**src/rtl/tspa_pkg.sv**
```systemverilog
`timescale 1ns / 1ps

package tspa_pkg;

    localparam int DEF_SLOT_COUNT = 16;
    localparam int KIND_COUNT     = 16;

    localparam int KIND_W      = 4;
    localparam int AGE_W       = 16;
    localparam int DT_W        = 10;
    localparam int SLOT_W      = 4;
    localparam int FADE_W      = 9;
    localparam int QUOT_W      = 8;
    localparam int STEP_W      = 3;
    localparam int CFG_INDEX_W = 2;
    localparam int CFG_DATA_W  = 16;

    localparam logic [CFG_INDEX_W-1:0] REG_LIFETIME   = 2'd0;
    localparam logic [CFG_INDEX_W-1:0] REG_FADE_START = 2'd1;

    localparam logic [AGE_W-1:0]  LIFETIME_RESET   = 16'd3000;
    localparam logic [AGE_W-1:0]  FADE_START_RESET = 16'd1800;
    localparam logic [FADE_W-1:0] FADE_ONE         = 9'd256;

    localparam logic [0:0] CMD_ALLOCATE = 1'b0;
    localparam logic [0:0] CMD_TICK     = 1'b1;

    typedef struct packed {
        logic [SLOT_W-1:0] slot;
        logic              granted;
        logic              kind_reused;
        logic [FADE_W-1:0] fade;
        logic              expired;
        logic              last;
    } result_t;

endpackage

```
**src/rtl/timed_slot_pool_allocator_core.sv**
```systemverilog
`timescale 1ns / 1ps
// Allocate: each slot examined gets a flag check, then a RAM kind read if it is free and
// was written before; the result is then handed over before ready returns.
// Tick: each slot's flag is scanned; an active slot is aged, and the eight-step shared
// restoring divider computes its fade inside the fade span; one request at a time.
// Reset is synchronous, active low: flags, pointer and config registers return to defaults.
// The kind/age RAM is not cleared; an entry is only read after its flag says it was written.

module timed_slot_pool_allocator_core #(
    parameter int SLOT_COUNT = tspa_pkg::DEF_SLOT_COUNT
) (
    input  logic                               aclk,
    input  logic                               aresetn,

    input  logic                               s_valid,
    output logic                               s_ready,
    input  logic                               s_command,
    input  logic [tspa_pkg::KIND_W-1:0]        s_kind,
    input  logic [tspa_pkg::DT_W-1:0]          s_delta_time,

    output logic                               m_valid,
    input  logic                               m_ready,
    output logic [tspa_pkg::SLOT_W-1:0]        m_slot,
    output logic                               m_granted,
    output logic                               m_kind_reused,
    output logic [tspa_pkg::FADE_W-1:0]        m_fade,
    output logic                               m_expired,
    output logic                               m_last,

    input  logic                               cfg_valid,
    output logic                               cfg_ready,
    input  logic [tspa_pkg::CFG_INDEX_W-1:0]   cfg_index,
    input  logic [tspa_pkg::CFG_DATA_W-1:0]    cfg_data
);

    localparam int SW    = $clog2(SLOT_COUNT);
    localparam int RAM_W = tspa_pkg::KIND_W + tspa_pkg::AGE_W;

    typedef enum logic [2:0] {
        ST_IDLE,
        ST_A_RD,
        ST_A_CHK,
        ST_T_SCAN,
        ST_T_AGE,
        ST_T_DIV,
        ST_T_OUT,
        ST_FLUSH
    } state_t;

    state_t state_reg, state_next;

    logic [SW-1:0]                   idx_reg, idx_next;
    logic [SW-1:0]                   cnt_reg, cnt_next;
    logic [SW-1:0]                   next_ptr_reg, next_ptr_next;
    logic [tspa_pkg::KIND_W-1:0]     kind_reg, kind_next;
    logic [tspa_pkg::DT_W-1:0]       dt_reg, dt_next;
    logic [tspa_pkg::AGE_W-1:0]      rem_reg, rem_next;
    logic [tspa_pkg::QUOT_W-1:0]     quot_reg, quot_next;
    logic [tspa_pkg::STEP_W-1:0]     step_reg, step_next;
    logic                            exp_reg, exp_next;
    logic [tspa_pkg::FADE_W-1:0]     fade_reg, fade_next;
    tspa_pkg::result_t               pend_reg, pend_next;
    logic                            pend_valid_reg, pend_valid_next;
    tspa_pkg::result_t               out_reg, out_next;
    logic                            m_valid_reg, m_valid_next;
    logic [SLOT_COUNT-1:0]           active_reg, active_next;
    logic [SLOT_COUNT-1:0]           tagged_reg, tagged_next;
    logic [tspa_pkg::AGE_W-1:0]      lifetime_reg, lifetime_next;
    logic [tspa_pkg::AGE_W-1:0]      fade_start_reg, fade_start_next;

    logic                            ram_we;
    logic [RAM_W-1:0]                ram_wdata;
    logic [RAM_W-1:0]                ram_rdata;

    logic                            slot_is_last;
    logic [SW-1:0]                   idx_inc;
    logic                            out_free;
    logic [tspa_pkg::KIND_W-1:0]     rd_kind;
    logic [tspa_pkg::AGE_W-1:0]      rd_age;
    logic [tspa_pkg::AGE_W:0]        age_sum;
    logic [tspa_pkg::AGE_W-1:0]      age_new;
    logic [tspa_pkg::AGE_W-1:0]      fade_span;
    logic [tspa_pkg::AGE_W:0]        div_shift;
    logic [tspa_pkg::AGE_W:0]        div_diff;
    logic                            div_fits;
    tspa_pkg::result_t               res_grant;
    tspa_pkg::result_t               res_refuse;
    tspa_pkg::result_t               res_tick;

    tspa_ram #(
        .WIDTH (RAM_W),
        .DEPTH (SLOT_COUNT)
    ) u_slot_ram (
        .aclk  (aclk),
        .we    (ram_we),
        .waddr (idx_reg),
        .wdata (ram_wdata),
        .raddr (idx_reg),
        .rdata (ram_rdata)
    );

    assign slot_is_last = (idx_reg == SW'(SLOT_COUNT - 1));
    assign idx_inc      = slot_is_last ? '0 : idx_reg + 1'b1;
    assign out_free     = !m_valid_reg || m_ready;

    assign rd_kind = ram_rdata[RAM_W-1 -: tspa_pkg::KIND_W];
    assign rd_age  = ram_rdata[tspa_pkg::AGE_W-1:0];

    // Age saturates at the top of its range instead of wrapping.
    assign age_sum = {1'b0, rd_age} + (tspa_pkg::AGE_W + 1)'(dt_reg);
    assign age_new = age_sum[tspa_pkg::AGE_W] ? '1 : age_sum[tspa_pkg::AGE_W-1:0];

    // One restoring division step per cycle; the remainder always stays below the span.
    assign fade_span = lifetime_reg - fade_start_reg;
    assign div_shift = {rem_reg, 1'b0};
    assign div_diff  = div_shift - {1'b0, fade_span};
    assign div_fits  = (div_shift >= {1'b0, fade_span});

    always_comb begin
        res_grant = '{slot: tspa_pkg::SLOT_W'(idx_reg), granted: 1'b1, kind_reused: 1'b0,
                      fade: tspa_pkg::FADE_ONE, expired: 1'b0, last: 1'b1};
        res_refuse = '0;
        res_refuse.last = 1'b1;
        res_tick = '{slot: tspa_pkg::SLOT_W'(idx_reg), granted: 1'b0, kind_reused: 1'b0,
                     fade: fade_reg, expired: exp_reg, last: 1'b0};
    end

    always_comb begin
        state_next      = state_reg;
        idx_next        = idx_reg;
        cnt_next        = cnt_reg;
        next_ptr_next   = next_ptr_reg;
        kind_next       = kind_reg;
        dt_next         = dt_reg;
        rem_next        = rem_reg;
        quot_next       = quot_reg;
        step_next       = step_reg;
        exp_next        = exp_reg;
        fade_next       = fade_reg;
        pend_next       = pend_reg;
        pend_valid_next = pend_valid_reg;
        out_next        = out_reg;
        m_valid_next    = m_valid_reg && !m_ready;
        active_next     = active_reg;
        tagged_next     = tagged_reg;
        lifetime_next   = lifetime_reg;
        fade_start_next = fade_start_reg;
        ram_we          = 1'b0;
        ram_wdata       = {kind_reg, {tspa_pkg::AGE_W{1'b0}}};

        if (cfg_valid) begin
            unique case (cfg_index)
                tspa_pkg::REG_LIFETIME:   lifetime_next   = cfg_data;
                tspa_pkg::REG_FADE_START: fade_start_next = cfg_data;
                default: ;
            endcase
        end

        unique case (state_reg)
            ST_IDLE: begin
                if (s_valid) begin
                    kind_next = s_kind;
                    dt_next   = s_delta_time;
                    if (s_command == tspa_pkg::CMD_TICK) begin
                        idx_next   = '0;
                        state_next = ST_T_SCAN;
                    end else if (32'(s_kind) < tspa_pkg::KIND_COUNT) begin
                        idx_next   = next_ptr_reg;
                        cnt_next   = '0;
                        state_next = ST_A_RD;
                    end else begin
                        pend_next       = res_refuse;
                        pend_valid_next = 1'b1;
                        state_next      = ST_FLUSH;
                    end
                end
            end
            ST_A_RD, ST_A_CHK: begin
                if (state_reg == ST_A_RD && !active_reg[idx_reg] && tagged_reg[idx_reg]) begin
                    state_next = ST_A_CHK;
                end else if (!active_reg[idx_reg]
                             && (state_reg == ST_A_RD || rd_kind == kind_reg)) begin
                    ram_we               = 1'b1;
                    active_next[idx_reg] = 1'b1;
                    tagged_next[idx_reg] = 1'b1;
                    next_ptr_next        = idx_inc;
                    pend_next            = res_grant;
                    pend_next.kind_reused = (state_reg == ST_A_CHK);
                    pend_valid_next      = 1'b1;
                    state_next           = ST_FLUSH;
                end else if (cnt_reg == SW'(SLOT_COUNT - 1)) begin
                    pend_next       = res_refuse;
                    pend_valid_next = 1'b1;
                    state_next      = ST_FLUSH;
                end else begin
                    cnt_next   = cnt_reg + 1'b1;
                    idx_next   = idx_inc;
                    state_next = ST_A_RD;
                end
            end
            ST_T_SCAN: begin
                if (active_reg[idx_reg]) begin
                    state_next = ST_T_AGE;
                end else if (slot_is_last) begin
                    state_next = ST_FLUSH;
                end else begin
                    idx_next = idx_inc;
                end
            end
            ST_T_AGE: begin
                ram_we    = 1'b1;
                ram_wdata = {rd_kind, age_new};
                exp_next  = (age_new >= lifetime_reg);
                if (age_new >= lifetime_reg) begin
                    active_next[idx_reg] = 1'b0;
                end
                if (fade_start_reg >= lifetime_reg || age_new >= lifetime_reg) begin
                    fade_next  = '0;
                    state_next = ST_T_OUT;
                end else if (age_new <= fade_start_reg) begin
                    fade_next  = tspa_pkg::FADE_ONE;
                    state_next = ST_T_OUT;
                end else begin
                    rem_next   = lifetime_reg - age_new;
                    quot_next  = '0;
                    step_next  = '0;
                    state_next = ST_T_DIV;
                end
            end
            ST_T_DIV: begin
                rem_next  = div_fits ? div_diff[tspa_pkg::AGE_W-1:0]
                                     : div_shift[tspa_pkg::AGE_W-1:0];
                quot_next = {quot_reg[tspa_pkg::QUOT_W-2:0], div_fits};
                step_next = step_reg + 1'b1;
                if (step_reg == '1) begin
                    fade_next  = {1'b0, quot_next};
                    state_next = ST_T_OUT;
                end
            end
            ST_T_OUT: begin
                // A result is held back until the next one appears, so that the final
                // result of a tick can still be marked as last.
                if (!pend_valid_reg || out_free) begin
                    if (pend_valid_reg) begin
                        out_next     = pend_reg;
                        m_valid_next = 1'b1;
                    end
                    pend_next       = res_tick;
                    pend_valid_next = 1'b1;
                    if (slot_is_last) begin
                        state_next = ST_FLUSH;
                    end else begin
                        idx_next   = idx_inc;
                        state_next = ST_T_SCAN;
                    end
                end
            end
            ST_FLUSH: begin
                if (!pend_valid_reg) begin
                    state_next = ST_IDLE;
                end else if (out_free) begin
                    out_next        = pend_reg;
                    out_next.last   = 1'b1;
                    m_valid_next    = 1'b1;
                    pend_valid_next = 1'b0;
                    state_next      = ST_IDLE;
                end
            end
            default: state_next = ST_IDLE;
        endcase
    end

    always_ff @(posedge aclk) begin
        if (!aresetn) begin
            state_reg      <= ST_IDLE;
            next_ptr_reg   <= '0;
            pend_valid_reg <= 1'b0;
            m_valid_reg    <= 1'b0;
            active_reg     <= '0;
            tagged_reg     <= '0;
            lifetime_reg   <= tspa_pkg::LIFETIME_RESET;
            fade_start_reg <= tspa_pkg::FADE_START_RESET;
        end else begin
            state_reg      <= state_next;
            next_ptr_reg   <= next_ptr_next;
            pend_valid_reg <= pend_valid_next;
            m_valid_reg    <= m_valid_next;
            active_reg     <= active_next;
            tagged_reg     <= tagged_next;
            lifetime_reg   <= lifetime_next;
            fade_start_reg <= fade_start_next;
        end
        idx_reg  <= idx_next;
        cnt_reg  <= cnt_next;
        kind_reg <= kind_next;
        dt_reg   <= dt_next;
        rem_reg  <= rem_next;
        quot_reg <= quot_next;
        step_reg <= step_next;
        exp_reg  <= exp_next;
        fade_reg <= fade_next;
        pend_reg <= pend_next;
        out_reg  <= out_next;
    end

    assign s_ready       = (state_reg == ST_IDLE);
    assign cfg_ready     = 1'b1;
    assign m_valid       = m_valid_reg;
    assign m_slot        = out_reg.slot;
    assign m_granted     = out_reg.granted;
    assign m_kind_reused = out_reg.kind_reused;
    assign m_fade        = out_reg.fade;
    assign m_expired     = out_reg.expired;
    assign m_last        = out_reg.last;

    a_expired_fades_out: assert property (@(posedge aclk) disable iff (!aresetn)
        m_valid && m_expired |-> m_fade == '0)
        else $error("expired slot reported with a nonzero fade");

    a_grant_is_full: assert property (@(posedge aclk) disable iff (!aresetn)
        m_valid && m_granted |-> m_last && m_fade == tspa_pkg::FADE_ONE && !m_expired)
        else $error("granted allocation result malformed");

    a_div_remainder: assert property (@(posedge aclk) disable iff (!aresetn)
        state_reg == ST_T_DIV |-> rem_reg < fade_span)
        else $error("divider remainder not below the fade span");

endmodule

```
**src/rtl/tspa_ram.sv**
```systemverilog
`timescale 1ns / 1ps

module tspa_ram #(
    parameter int WIDTH = 20,
    parameter int DEPTH = 16
) (
    input  logic                     aclk,
    input  logic                     we,
    input  logic [$clog2(DEPTH)-1:0] waddr,
    input  logic [WIDTH-1:0]         wdata,
    input  logic [$clog2(DEPTH)-1:0] raddr,
    output logic [WIDTH-1:0]         rdata
);

    logic [WIDTH-1:0] mem [DEPTH];
    logic [WIDTH-1:0] rdata_reg;

    always_ff @(posedge aclk) begin
        if (we) begin
            mem[waddr] <= wdata;
        end
        rdata_reg <= mem[raddr];
    end

    assign rdata = rdata_reg;

endmodule

```
**config.mk**
```make
export PLATFORM = sky130hd
export DESIGN_NAME = timed_slot_pool_allocator_core
export DESIGN_NICKNAME = d
export VERILOG_FILES = /design/src/rtl/tspa_pkg.sv /design/src/rtl/timed_slot_pool_allocator_core.sv /design/src/rtl/tspa_ram.sv
export SDC_FILE = /design/constraint.sdc
export NUM_CORES = 1
export LEC_CHECK = 0
export BUFFER_PORTS_ARGS = -buffer_cell sky130_fd_sc_hd__buf_2
export CORE_ASPECT_RATIO = 1.1
export CORE_UTILIZATION = 60
export CTS_BUF_LIST = sky130_fd_sc_hd__clkbuf_4
export DETAILED_ROUTE_END_ITERATION = 8
export GPL_TIMING_DRIVEN = 0
export PLACE_DENSITY = 0.77
export SLEW_MARGIN = 20
export SYNTH_ARGS = -nofsm -noshare
export SYNTH_HDL_FRONTEND = slang
export SYNTH_SLANG_ARGS = --single-unit
```
**constraint.sdc**
```tcl
create_clock -name aclk -period 7.9 [get_ports aclk]
set_input_delay 0.79 -clock aclk [delete_from_list [all_inputs] [get_ports aclk]]
set_output_delay 0.79 -clock aclk [all_outputs]
set_load 0.01 [all_outputs]
```
# After elaboration in Yosys (flattened, before gate mapping)
# Memory sizes are Yosys's and may differ from the RTL's. A register that Yosys moved wholly into a read port is not among the register bits.
# Index checks and enable logic that the tools add are counted.
# op_classes
n_reduce_logical,36
n_lt_le_gt_ge,6
n_eq_ne,31
n_bitwise,5
n_addsub,7
mux,84
# ops
cell,count
$mux 17,8
$mux 16,7
$pmux 17 s2,2
$pmux 16 s2,2
$mux 4,14
$sub 16x16->16,3
$mux 3,13
$ge 16x16->1,2
$or 16x16->16,2
$ne 2x2->1 const B,15
$mux 9,3
$pmux 3 s7,1
$mux 20,1
$pmux 9 s2,1
$add 16x10->17,1
$ge 17x16->1,1
$mux 1,17
$and 16x16->16,1
$le 16x16->1,1
$not 16->16,1
$pmux 4 s4,1
$eq 3x3->1 const B,5
$mux 7,2
$pmux 7 s2,1
33 further kinds,64
# totals
elab_cells,199
mem_count,1
out_inout_bits,20
input_bits,38
ff_bits,165
mem_bits_rw,320
# mem_list
memory,depth,word_bits,rd,rd_ports_with_merged_regs,write_ports,line_no,rtl
u_slot_ram.mem,16,20,1,1,1,tspa_ram.sv:15,logic [WIDTH-1:0] mem [DEPTH];

# Logic depth before layout (Yosys ltp)
# Gate-level depths: netlist of the first run.
# depth
depth_word,9
depth_mapped,24
mapped_depth_nobuf,21

# Modules after synthesis
# From an unflattened synthesis of the first run, not the netlist that was laid out.
# hier_totals
hier_cells,1599
hier_area_um2,22651.7
# modules_own_cells
mod,instances,seq_area_each_um2,cells_each,area_per_inst_um2
tspa_ram,1,10009.6,533,12530.8
timed_slot_pool_allocator_core,1,4224.1,1066,10121.0

# Least setup slack after synthesis of the first run
# No wires, ideal clock.
# synth_path
path_kind,reg2reg
start,reg dt_reg[0] (netlist bit)
end,reg quot_reg[0] (netlist bit) (enable)
path_stages_with_launch,22
setup_ns,0.418
arrival_time_ns,5.105
slack_ns,2.378
path_buffers,1
required_ns,7.482
synth_period_minus_slack_ns,5.522
cell_sequence,edfxtp_1 -> ha_1 -> fa_1 -> a21o_1 -> a21oi_1 -> nor2b_1 -> o21ai_0 -> o21a_1 -> nor2_1 -> clkbuf_1 -> nor2_1 -> inv_1 -> ha_1 -> inv_1 -> fa_1 -> a21o_1 -> a221o_1 -> a211oi_1 -> o22a_1 -> a211oi_1 -> nand3_1 -> a21oi_1
# synth_via
elab_chain_cells,6
elab_cells_between_ends,8
cone_classes,1 x add/sub; 2 x order compare; 2 x eq/ne; 1 x mux; 2 x reduce/logical
# synth_lines
element,line_no,rtl
from (decl),timed_slot_pool_allocator_core.sv:56,"logic [tspa_pkg::DT_W-1:0] dt_reg, dt_next;"
from (signal assigned),timed_slot_pool_allocator_core.sv:296,dt_reg <= dt_next;
$add 16x10->17 *,timed_slot_pool_allocator_core.sv:110,"assign age_sum = {1'b0, rd_age} + (tspa_pkg::AGE_W + 1)'(dt_reg);"
$mux 16 *,timed_slot_pool_allocator_core.sv:111,assign age_new = age_sum[tspa_pkg::AGE_W] ? '1 : age_sum[tspa_pkg::AGE_W-1:0];
$ge 16x16->1,timed_slot_pool_allocator_core.sv:217,if (fade_start_reg >= lifetime_reg || age_new >= lifetime_reg) begin
$logic_or 1x1->1,timed_slot_pool_allocator_core.sv:217,
$ne 2x2->1 (no source line),n/a,
$reduce_and 3->1 (no source line) *,n/a,
to (signal assigned),timed_slot_pool_allocator_core.sv:298,quot_reg <= quot_next;
to (decl),timed_slot_pool_allocator_core.sv:58,"logic [tspa_pkg::QUOT_W-1:0] quot_reg, quot_next;"
# Every way passes the cells marked *; elsewhere a longest branch is shown, timed or not.
# A chain may end at the register's enable or synchronous reset.

# Final worst setup path of the first run
# layout_path
start,reg dt_reg[0] (netlist bit)
end,reg rem_reg[10] (netlist bit) (enable)
# layout_via
elab_chain_cells,6
elab_cells_between_ends,8
cone_classes,1 x add/sub; 2 x order compare; 2 x eq/ne; 1 x mux; 2 x reduce/logical
# layout_lines
element,line_no,rtl
$add 16x10->17 *,timed_slot_pool_allocator_core.sv:110,
$mux 16 *,timed_slot_pool_allocator_core.sv:111,
$ge 16x16->1,timed_slot_pool_allocator_core.sv:217,
$logic_or 1x1->1,timed_slot_pool_allocator_core.sv:217,
$ne 2x2->1 (no source line),n/a,
$reduce_and 3->1 (no source line) *,n/a,
to (signal assigned),timed_slot_pool_allocator_core.sv:297,rem_reg <= rem_next;
to (decl),timed_slot_pool_allocator_core.sv:57,"logic [tspa_pkg::AGE_W-1:0] rem_reg, rem_next;"
# Marks and branches as above.

==> results of run 1 <==
==> area by class of cell <==
class	instances	area [sq um]	area share [%]
tap	494	618.1	2.431
timing repair buffer	70	595.6	2.342
sequential	505	14230	55.97
clock inverter	57	284.0	1.117
antenna	1	2.502	0.009841
buffer	64	266.5	1.048
inverter	57	214.0	0.8414
clock buffer	170	1276	5.019
multi-input combinational	923	7939	31.22
==> layer usage <==
metal / GRT usage, % / vias to the layer above / part of all wire (%)
li1: - / 6444 / -
met1: 35.48 / 6956 / 40
met2: 46.75 / 664 / 49
met3: 5.517 / 138 / 7.6
met4: 14.93 / 0 / 4.0
met5: 0 / - / 0
==> path summary, 6_finish.rpt <==
check / start / end / slack (ns) / cells after the start
min reg2reg: pend_reg[5] / m_fade[3] / 0.38 / 0
max reg2reg: dt_reg[0] / rem_reg[10] / 1.47 / 22
min: s_kind[0] / kind_reg[0] / 0.16 / 1
max: dt_reg[0] / rem_reg[10] / 1.47 / 22
==> stage by stage <==
stage | hold slack (ns) | std cells
3_3_place_gp | 0.4019 | 2098
5_1_grt | 0.1080 | 2341
3_5_place_dp | 0.4045 | 2113
2_1_floorplan | 0.4003 | 1549
4_1_cts | 0.07492 | 2340
6_report | 0.1582 | 2341
==> kinds of logic (layout without fill, tap and decap cells) <==
logic type               count (synthesis)  count (layout)  share of synthesized area [%]
XOR/XNOR                                56              56                          2.180
flip-flops                             505             505                          63.27
other                                    1               2                        0.01667
multiplexers                           124             124                          11.66
adder cells (fa/ha/maj)                 85              85                          4.861
buffers and inverters                  121             418                          2.108
AO/OA/AOI/OAI                          265             265                          7.865
AND/OR/NAND/NOR                        392             392                          8.032
==> synthesized netlist by cell type, drive strengths merged (4+ instances only) <==
library cell / count / area share (%)
mux2i: 9 / 0.40
o21a: 30 / 1.0
mux2: 5 / 0.25
xor2: 29 / 1.1
inv: 56 / 0.93
fa: 4 / 0.36
o21ai: 45 / 1.0
a21o: 15 / 0.50
nor3: 20 / 0.44
a21oi: 72 / 1.6
mux4: 110 / 11
nor2b: 12 / 0.33
nand3: 36 / 0.82
a211oi: 7 / 0.23
o221a: 10 / 0.50
nand2: 114 / 1.9
o211ai: 13 / 0.43
ha: 81 / 4.5
nand2b: 10 / 0.28
o21bai: 8 / 0.27
and3: 16 / 0.44
dfxtp: 93 / 8.3
xnor2: 27 / 1.1
edfxtp: 412 / 55
clkbuf: 48 / 0.80
o31ai: 13 / 0.46
buf: 16 / 0.36
nor4: 4 / 0.11
a31oi: 5 / 0.14
a21boi: 22 / 0.73
nor2: 128 / 2.2
nand4: 15 / 0.42
and2: 20 / 0.56
or3: 6 / 0.17
==> where the power goes <==
| group | internal, W | switching (W) |
|---|---|---|
| logic | 0.00161 | 0.00241 |
| registers | 0.00344 | 0.000140 |
| clock network | 0.00106 | 0.00101 |
==> placed cells by master, fill, tap and decap left out, types with 29 or more instances in the layout <==
cell type | synthesis | routed
dfxtp_1 | 93 | 93
ha_1 | 81 | 81
edfxtp_1 | 412 | 412
inv_1 | 56 | 56
xor2_1 | 29 | 29
nand2_1 | 114 | 114
o21ai_0 | 45 | 45
o21a_1 | 30 | 30
a21oi_1 | 72 | 71
clkbuf_4 | 0 | 170
nand3_1 | 35 | 35
buf_2 | 1 | 58
mux4_2 | 110 | 110
nor2_1 | 127 | 111
clkinv_1 | 1 | 45
clkbuf_1 | 48 | 47
==> flow_metrics.env, run 1 <==
export IMPL_post_cts_buffers=0
export IMPL_gr_total_overflow=0
export IMPL_min_path_type="primary input to flop"
export IMPL_placement_io_buffers=55
export IMPL_gp_congestion=0.9175
export IMPL_cp_max_fo=22
export IMPL_dieArea_sq_um=38270
export IMPL_syn_avg_cell_area_sq_um=14.52
export IMPL_maxCapViolations=0
export IMPL_start_kind="flop"
export IMPL_pin_count=58
export IMPL_tightest_slew_ns=1.040
export IMPL_arrival_ns=6.97
export IMPL_synth_distinct_cells=65
export IMPL_vias_per_cell=6.067
export IMPL_core_sq_um=37040
export IMPL_async_reset_ff_share_pct=0
export IMPL_finalSetupTns_ns=0
export IMPL_slew_violations=0
export IMPL_cp_slowest_cell="a211oi_1"
export IMPL_dpl_instance_area_sq_um=23860
export IMPL_cts_sinks=505
export IMPL_drc=0
export IMPL_grtUsageTotal_pct=28.21
export IMPL_postRouteAntennaNets=0
export IMPL_cts_inserted_buffers=120
export IMPL_grt_pass1_vias=14350
export IMPL_finalPower_w=0.009677
export IMPL_grt_max_degree=23
export IMPL_totalWireLength_um=52480
export IMPL_end_kind="flop"
export IMPL_required_ns=8.44
export IMPL_ctsHtreeMaxLevel=3
export IMPL_skew_ns=0.07398
export IMPL_tritoncts="done"
export IMPL_path_delay_family="compound AO/OA/AOI/OAI gates"
export IMPL_cp_buffers_inverters=4
export IMPL_n_fill_cell=2506
export IMPL_clkSlewWorstSetupHoldPaths_ns=0.07
export IMPL_cts_buffer_depth=3
export IMPL_syn_instance_count=1549
export IMPL_utilization_pct=68.66
export IMPL_wire_per_inst_um=22.42
export IMPL_crit_chain="ha_1, fa_1, a21o_1, a21oi_1, nor2b_1, o21ai_0, o21a_1, nor2_1, clkbuf_1, nor2_1, inv_1, ha_1, inv_1, fa_1, a21o_1, a221o_1, a211oi_1, o22a_1, a211oi_1, nand3_1, a21oi_4, buf_16"
export IMPL_cts_hold_buffers=0
export IMPL_relSlewSlack_pct=30.65
export IMPL_layout_nets=1864
export IMPL_fin_crit_ns=6.427
export IMPL_drt_iter0_markers=1317
export IMPL_clk_latency_ns=0.85
export IMPL_grt_pass1_wl_um=80250
export IMPL_largest_reg_flops=320
export IMPL_synth_seq_cells=505
export IMPL_root_buffer="clkbuf_4"
export IMPL_synth_edf_count=412
export IMPL_status="finished, final reports clean"
export IMPL_die_y_um=205.1
export IMPL_syn_nets=1672
export IMPL_initial_core_util_pct=60.74
export IMPL_ir_worst_vdd_uv=201.6
export IMPL_min_period_over_period_pct=81.35
export IMPL_cts_resized_gates=0
export IMPL_max_freq_mhz=155.6
export IMPL_cellLeakagePower_nw=8.968
export IMPL_drt_pass1_iter_count=5
export IMPL_place_ws_ns=1.548
export IMPL_drive_gt1_share_pct=22.70
export IMPL_ys_warn_count=0
export IMPL_cp_slowest_stage_delay_ns=0.50
export IMPL_pwr_density_cell_nw_per_um2=380.5
export IMPL_setup_violations_final=0
export IMPL_chipWidth_um=186.6
export IMPL_synthesis_area_sq_um=22500
export IMPL_syn_to_final_growth_pct=13.04
export IMPL_finalHoldViolCount=0
export IMPL_antenna_found_initial=1
export IMPL_row_count=74
export IMPL_synthFlopType="edfxtp_1"
export IMPL_fin_ws_ns=1.473
export IMPL_vias=14200
export IMPL_dp_hpwl_um=36800
export IMPL_ys_seq_area_share_pct=63.27
export IMPL_path_class="flop to flop"
export IMPL_design_area_sq_um=25430
export IMPL_rsz0062_at_grt="false"
Power figures use the tool's default switching activity.
==> run 2: changes to the inputs <==
ABC_AREA = 1   (was default)
CORE_UTILIZATION = 59   (was 60)
PLACE_DENSITY = 0.79   (was 0.77)
clock period = 5.36 ns   (was 7.9 ns; I/O delays follow)
==> run 2 against run 1 <==
Net effect:
- non-clock buffer count is 54 higher
- sequential share of layout area shrank 1.4 points
- cell count rose by 33%
- utilization is 0.66 points lower
- power increased by 54%
- worst setup slack worse by 1.1 ns
- critical endpoint is now quot_reg[4]
==> flow_metrics.env, run 2 <==
export IMPL_status="finished, final reports clean"
export IMPL_syn_nets=2413
export IMPL_final_common_cell="edfxtp_1"
export IMPL_gp_congestion=0.9763
export IMPL_finalSetupTns_ns=0
export IMPL_pin_count=58
export IMPL_placement_io_buffers=55
export IMPL_setup_violations_final=0
export IMPL_drt_iter0_markers=1871
export IMPL_dpl_cell_count=2852
export IMPL_sequentialPowerShare_pct=34.6
export IMPL_finalHoldViolCount=0
export IMPL_totalWireLength_um=61800
export IMPL_fin_crit_ns=4.964
export IMPL_chipWidth_um=190.5
export IMPL_p_int_w=0.008564
export IMPL_grt_pass1_vias=17770
export IMPL_syn_instance_count=2290
export IMPL_skew_ns=0.06173
export IMPL_fin_hold_ws_ns=0.1471
export IMPL_path_class="flop to flop"
export IMPL_grtUsageTotal_pct=31.17
export IMPL_syn_avg_cell_area_sq_um=10.07
export IMPL_ys_warn_count=0
export IMPL_max_freq_mhz=201.5
export IMPL_synthTopCellsByArea="edfxtp_1 54%, dfxtp_1 8.1%, nand2_1 6.0%"
export IMPL_cts_inserted_buffers=120
export IMPL_tightest_slew_ns=1.111
export IMPL_cts_buffer_depth=3
export IMPL_utilization_pct=68.00
export IMPL_ir_worst_vdd_uv=352.8
export IMPL_min_period_over_period_pct=92.61
export IMPL_clkPwrFrac_pct=21.2
export IMPL_cp_max_fo=21
export IMPL_drive_gt1_share_pct=12.96
export IMPL_arrival_ns=5.52
export IMPL_min_path_type="primary input to flop"
export IMPL_largest_reg_flops=320
export IMPL_p_switching_w=0.006354
export IMPL_end_kind="flop"
export IMPL_vias=18140
export IMPL_n_fill_cell=2884
export IMPL_comb_power_share_pct=44.2
export IMPL_rsz0062_at_grt="false"
export IMPL_wire_per_inst_um=19.88
export IMPL_tritoncts="done"
export IMPL_slew_violations=0
export IMPL_synth_seq_cells=505
export IMPL_yosysTopAreaCellShare_pct=53.63
export IMPL_async_reset_ff_share_pct=0
export IMPL_clk_latency_ns=0.88
export IMPL_swShare_pct=42.59
export IMPL_design_area_sq_um=26100
export IMPL_synth_area_leader_cell="edfxtp_1"
export IMPL_required_ns=5.92
export IMPL_root_buffer="clkbuf_4"
export IMPL_relSlewSlack_pct=25.67
export IMPL_pwr_density_cell_nw_per_um2=571.6
export IMPL_initial_core_util_pct=60.11
export IMPL_layout_common_cells="412 x edfxtp_1, 367 x nand2_1, 317 x nor2_1"
export IMPL_synth_distinct_cells=45
export IMPL_drt_pass1_iter_count=6
export IMPL_synth_common_cells="412 x edfxtp_1, 367 x nand2_1, 340 x nor2_1, 249 x o21ai_0, 200 x inv_1"
export IMPL_fin_cells=3109
export IMPL_dieArea_sq_um=39900
export IMPL_postRouteAntennaNets=0
export IMPL_row_count=75
export IMPL_clkSlewWorstSetupHoldPaths_ns=0.07
export IMPL_cellLeakagePower_nw=10.23
export IMPL_dpl_instance_area_sq_um=24190
export IMPL_dp_hpwl_um=42490
export IMPL_gr_total_overflow=0
export IMPL_yosysMostFrequentCell="edfxtp_1"
export IMPL_drc=0
export IMPL_ys_seq_area_share_pct=61.70
export IMPL_layout_nets=2628
export IMPL_synth_edf_count=412
export IMPL_die_y_um=209.4
export IMPL_antenna_found_initial=2
export IMPL_maxCapViolations=0
export IMPL_start_kind="flop"
export IMPL_synthesis_area_sq_um=23070
export IMPL_syn_to_final_growth_pct=13.13
export IMPL_core_sq_um=38380
export IMPL_grt_max_degree=22
export IMPL_vias_per_cell=5.834
export IMPL_synthFlopType="edfxtp_1"
export IMPL_cts_sinks=505
export IMPL_grt_pass1_wl_um=94050
export IMPL_ctsHtreeMaxLevel=3
==> run 2: cell types whose count changed in the layout (fill, tap and decap cells not counted), moves of 24 or more <==
| cell | previous run | this run |
|---|---|---|
| inv_1 | 56 | 200 |
| clkbuf_1 | 47 | 71 |
| a21oi_1 | 71 | 120 |
| nand2_1 | 114 | 367 |
| o21ai_0 | 45 | 247 |
| dlygate4sd3_1 | 0 | 31 |
| o22ai_1 | 3 | 82 |
| nor2_1 | 111 | 317 |
| o21a_1 | 30 | 0 |
| mux4_2 | 110 | 0 |
| nand3_1 | 35 | 63 |
==> run 2: stage by stage <==
step           power, W  worst slack (ns)
2_1_floorplan  0.009518            0.5217
3_3_place_gp    0.01136           -0.9414
3_5_place_dp    0.01163            0.2708
4_1_cts         0.01479            0.2695
5_1_grt         0.01579           0.03289
6_report        0.01492            0.3960
==> run 2: layer usage <==
metal	wire [um]	share of wire (%)	up-vias	track usage, %
met5	9	0.015	-	0
met4	3046	4.9	2	17.35
met3	4924	8.0	209	6.237
met2	30010	49	917	51.52
met1	23810	39	8553	38.28
li1	-	-	8456	-
==> run 2: path summary, 6_finish.rpt <==
check	slack [ns]	startpoint	depth (start not counted)	to
worst max-delay path	0.40	dt_reg[0]	24	quot_reg[4]
worst min-delay path	0.15	s_valid	3	kind_reg[0]
worst max register to register	0.40	dt_reg[0]	24	quot_reg[4]
worst min register to register	0.42	pend_reg[1]	0	m_expired
==> run 2: kinds of logic after synthesis <==
logic type	synth area share (%)
AOI/OAI and AO/OA	11.99
buffers and inverters	5.256
adders and majority gates	4.740
DFF	61.70
xor gates and xnor gates	1.595
other	0.01626
and+or+nand+nor	14.71
==> run 2: power groups by stage <==
stage | Combinational, W | Clock [W] | Sequential (W)
3_5_place_dp | 0.00638 | 0 | 0.00524
4_1_cts | 0.00644 | 0.00320 | 0.00516
3_3_place_gp | 0.00612 | 0 | 0.00524
6_report | 0.00659 | 0.00317 | 0.00516
2_1_floorplan | 0.00433 | 0 | 0.00519
5_1_grt | 0.00720 | 0.00339 | 0.00519
==> run 2: cell type report <==
cell class                 instances  area, sq um  area share (%)
inverter                         215        807.0           3.092
antenna                            1        2.502        0.009588
buffer                            95        405.4           1.553
clock inverter                    36        163.9          0.6280
multi-input combinational       1475         7765           29.75
clock buffer                     189         1419           5.436
sequential                       505        14230           54.54
tap                              500        625.6           2.397
timing repair buffer              93        676.9           2.594
==> run 2: worst max-delay path, stage by stage, from the launching register on <==
cell      delay (ns)
edfxtp_1        0.40
ha_1            0.24
fa_1            0.40
nand2_1         0.09
o21ai_1         0.08
a21oi_1         0.22
o21ai_1         0.14
a21oi_2         0.24
inv_1           0.10
nand2_1         0.09
inv_1           0.09
nor2_1          0.47
inv_1           0.20
ha_1            0.35
nand2_1         0.05
nand2_1         0.05
nand2_1         0.04
nand2_1         0.05
nand2_1         0.05
nand2_1         0.08
nand2_1         0.05
a21oi_1         0.42
nand2_1         0.22
a21oi_4         0.34
buf_16          0.21
==> run 2: repair_timing <==
action | 4_1_cts | 5_1_grt
setup endpoints to repair | 0 | 9
hold buffers | 31 | 0
endpoints found under the hold margin | 46 | 0
setup buffers | 0 | 0
resized for setup | 0 | 1
==> run 3: changes to the inputs <==
CORE_UTILIZATION = 45   (was 59)
PLACE_DENSITY = default   (was 0.79)
==> run 3 against run 2 <==
Net effect:
- cell count increased by 5.3%
- sequential cell count unchanged
- largest cell class unchanged
- clock power increased by 7.9%
- utilization decreased by 15 points
- via count decreased by 3.7%
- sequential power about the same
- hold slack got worse by 0.014 ns
- register-to-register slack got worse by 0.04 ns
- clock skew about the same
- worst setup slack got worse by 0.035 ns
- critical endpoint is now rem_reg[12]
- maximum frequency decreased by 0.70%
- highest routed layer unchanged
- sequential share of layout area decreased by 0.86 points
==> flow_metrics.env, run 3 (synthesis gave the netlist of run 2 again) <==
export IMPL_layout_common_cells="412 x edfxtp_1, 367 x nand2_1, 312 x nor2_1"
export IMPL_row_count=86
export IMPL_min_period_over_period_pct=93.27
export IMPL_drive_gt1_share_pct=13.37
export IMPL_maxCapViolations=0
export IMPL_drt_iter0_markers=1276
export IMPL_totalWireLength_um=62950
export IMPL_die_y_um=239.5
export IMPL_clkSlewWorstSetupHoldPaths_ns=0.06
export IMPL_tritoncts="done"
export IMPL_grtUsageTotal_pct=24.68
export IMPL_ctsHtreeMaxLevel=4
export IMPL_clk_latency_ns=0.96
export IMPL_worstHoldStart="aresetn"
export IMPL_post_cts_buffers=0
export IMPL_tightest_slew_ns=1.048
export IMPL_root_buffer="clkbuf_4"
export IMPL_fin_crit_ns=4.999
export IMPL_dpl_cell_count=3012
export IMPL_start_kind="flop"
export IMPL_relSlewSlack_pct=29.88
export IMPL_core_sq_um=50360
export IMPL_grt_max_degree=23
export IMPL_cellLeakagePower_nw=10.32
export IMPL_setup_violations_final=0
export IMPL_worst_path_most_repeated_cell="nand2_1"
export IMPL_rsz0062_at_grt="false"
export IMPL_drc=0
export IMPL_slew_violations=0
export IMPL_vias_per_cell=5.335
export IMPL_finalSetupTns_ns=0
export IMPL_cp_max_fo=22
export IMPL_chipWidth_um=217.9
export IMPL_arrival_ns=5.64
export IMPL_grt_pass1_vias=17330
export IMPL_vias=17460
export IMPL_cp_slowest_cell="nor2_1"
export IMPL_layout_nets=2641
export IMPL_final_common_cell="edfxtp_1"
export IMPL_timing_rr_start="dt_reg[0]"
export IMPL_placement_io_buffers=55
export IMPL_cp_slowest_stage_delay_ns=0.44
export IMPL_skew_ns=0.06130
export IMPL_required_ns=6.00
export IMPL_ir_worst_vdd_uv=267.8
export IMPL_status="finished, final reports clean"
export IMPL_cts_buffer_depth=3
export IMPL_dieArea_sq_um=52180
export IMPL_cts_inserted_buffers=131
export IMPL_drt_pass1_iter_count=5
export IMPL_finalHoldViolCount=0
export IMPL_gr_total_overflow=0
export IMPL_wire_per_inst_um=19.23
export IMPL_antenna_found_initial=3
export IMPL_min_path_type="primary input to flop"
export IMPL_critPathLaunch="dt_reg[0]"
export IMPL_initial_core_util_pct=45.81
export IMPL_dp_hpwl_um=45450
export IMPL_pin_count=58
export IMPL_cts_sinks=505
export IMPL_crit_chain="ha_1, fa_1, nand2_1, o21ai_1, a21oi_1, o21ai_1, a21oi_2, inv_1, nand2_1, buf_4, nand2_1, nor2_1, inv_1, ha_1, nand2_1, nor3_1, nand2_1, a21oi_1, nand2_1, a21oi_4, buf_16"
export IMPL_gp_congestion=0.9076
export IMPL_end_kind="flop"
export IMPL_largest_reg_flops=320
export IMPL_syn_to_final_growth_pct=14.95
export IMPL_n_fill_cell=4580
export IMPL_path_class="flop to flop"
export IMPL_fin_cells=3273
export IMPL_grt_pass1_wl_um=96130
export IMPL_pwr_density_cell_nw_per_um2=568.0
export IMPL_postRouteAntennaNets=0
export IMPL_max_freq_mhz=200.0
-- run 3: worst max-delay path, delay by kind of cell (launching register included) --
family / cells / cell delay [ns]
adders and majority gates: 3 / 0.94
AOI/OAI and AO/OA: 6 / 1.33
DFF: 1 / 0.37
buffers and inverters: 4 / 0.58
and+or+nand+nor: 8 / 1.44
-- run 3: cell type report --
type | instances | area [sq um] | share of cell area [%]
repair buffers | 95 | 730.7 | 2.756
flip-flops and latches | 505 | 14230 | 53.68
clock buffers | 193 | 1449 | 5.464
plain buffers | 95 | 405.4 | 1.529
diodes | 3 | 7.507 | 0.02831
well taps | 660 | 825.8 | 3.114
multi-input cells | 1475 | 7800 | 29.41
clock inverters | 32 | 259.0 | 0.9767
inverters | 215 | 807.0 | 3.043
-- run 3: worst paths after layout --
| check | to | slack (ns) | depth (start not counted) |
|---|---|---|---|
| max | rem_reg[12] | 0.36 | 21 |
| min | fade_start_reg[2] | 0.13 | 3 |
| max reg2reg | rem_reg[12] | 0.36 | 21 |
| min reg2reg | m_fade[6] | 0.39 | 0 |
-- run 3: report_power, final --
part           internal [W]  total (W)  switching (W)
combinational       0.00197    0.00644        0.00447
sequential          0.00498    0.00519       0.000210
clock               0.00188    0.00342        0.00154
-- run 3: stage by stage --
| stage | hold slack (ns) | power (W) | setup WS (ns) | instance area, sq um | utilization, % |
|---|---|---|---|---|---|
| 6_report | 0.1331 | 0.01506 | 0.3609 | 26520 | 52.66 |
| 5_1_grt | 0.08450 | 0.01608 | 0.06038 | 26510 | 52.65 |
| 4_1_cts | 0.03420 | 0.01509 | 0.1667 | 26490 | 52.61 |
| 3_5_place_dp | 0.4045 | 0.01162 | -0.2064 | 24450 | 48.55 |
| 3_3_place_gp | 0.4022 | 0.01141 | -1.145 | 24170 | 48.00 |
| 2_1_floorplan | 0.4003 | 0.009518 | 0.5217 | 23070 | - |
-- run 3: per-layer routing --
metal	GRT usage (%)	part of all wire, %	vias to the layer above
li1	-	-	8473
met1	30.66	42	8222
met2	41.10	48	639
met3	5.524	7.0	126
met4	10.85	3.5	2
met5	0	0.021	-
-- run 3: timing repair --
action | 4_1_cts | 5_1_grt
gates resized for setup | 2 | 2
hold buffers | 33 | 0
gates cloned | 0 | 0
setup endpoints to repair | 9 | 22
endpoints found under the hold margin | 50 | 0
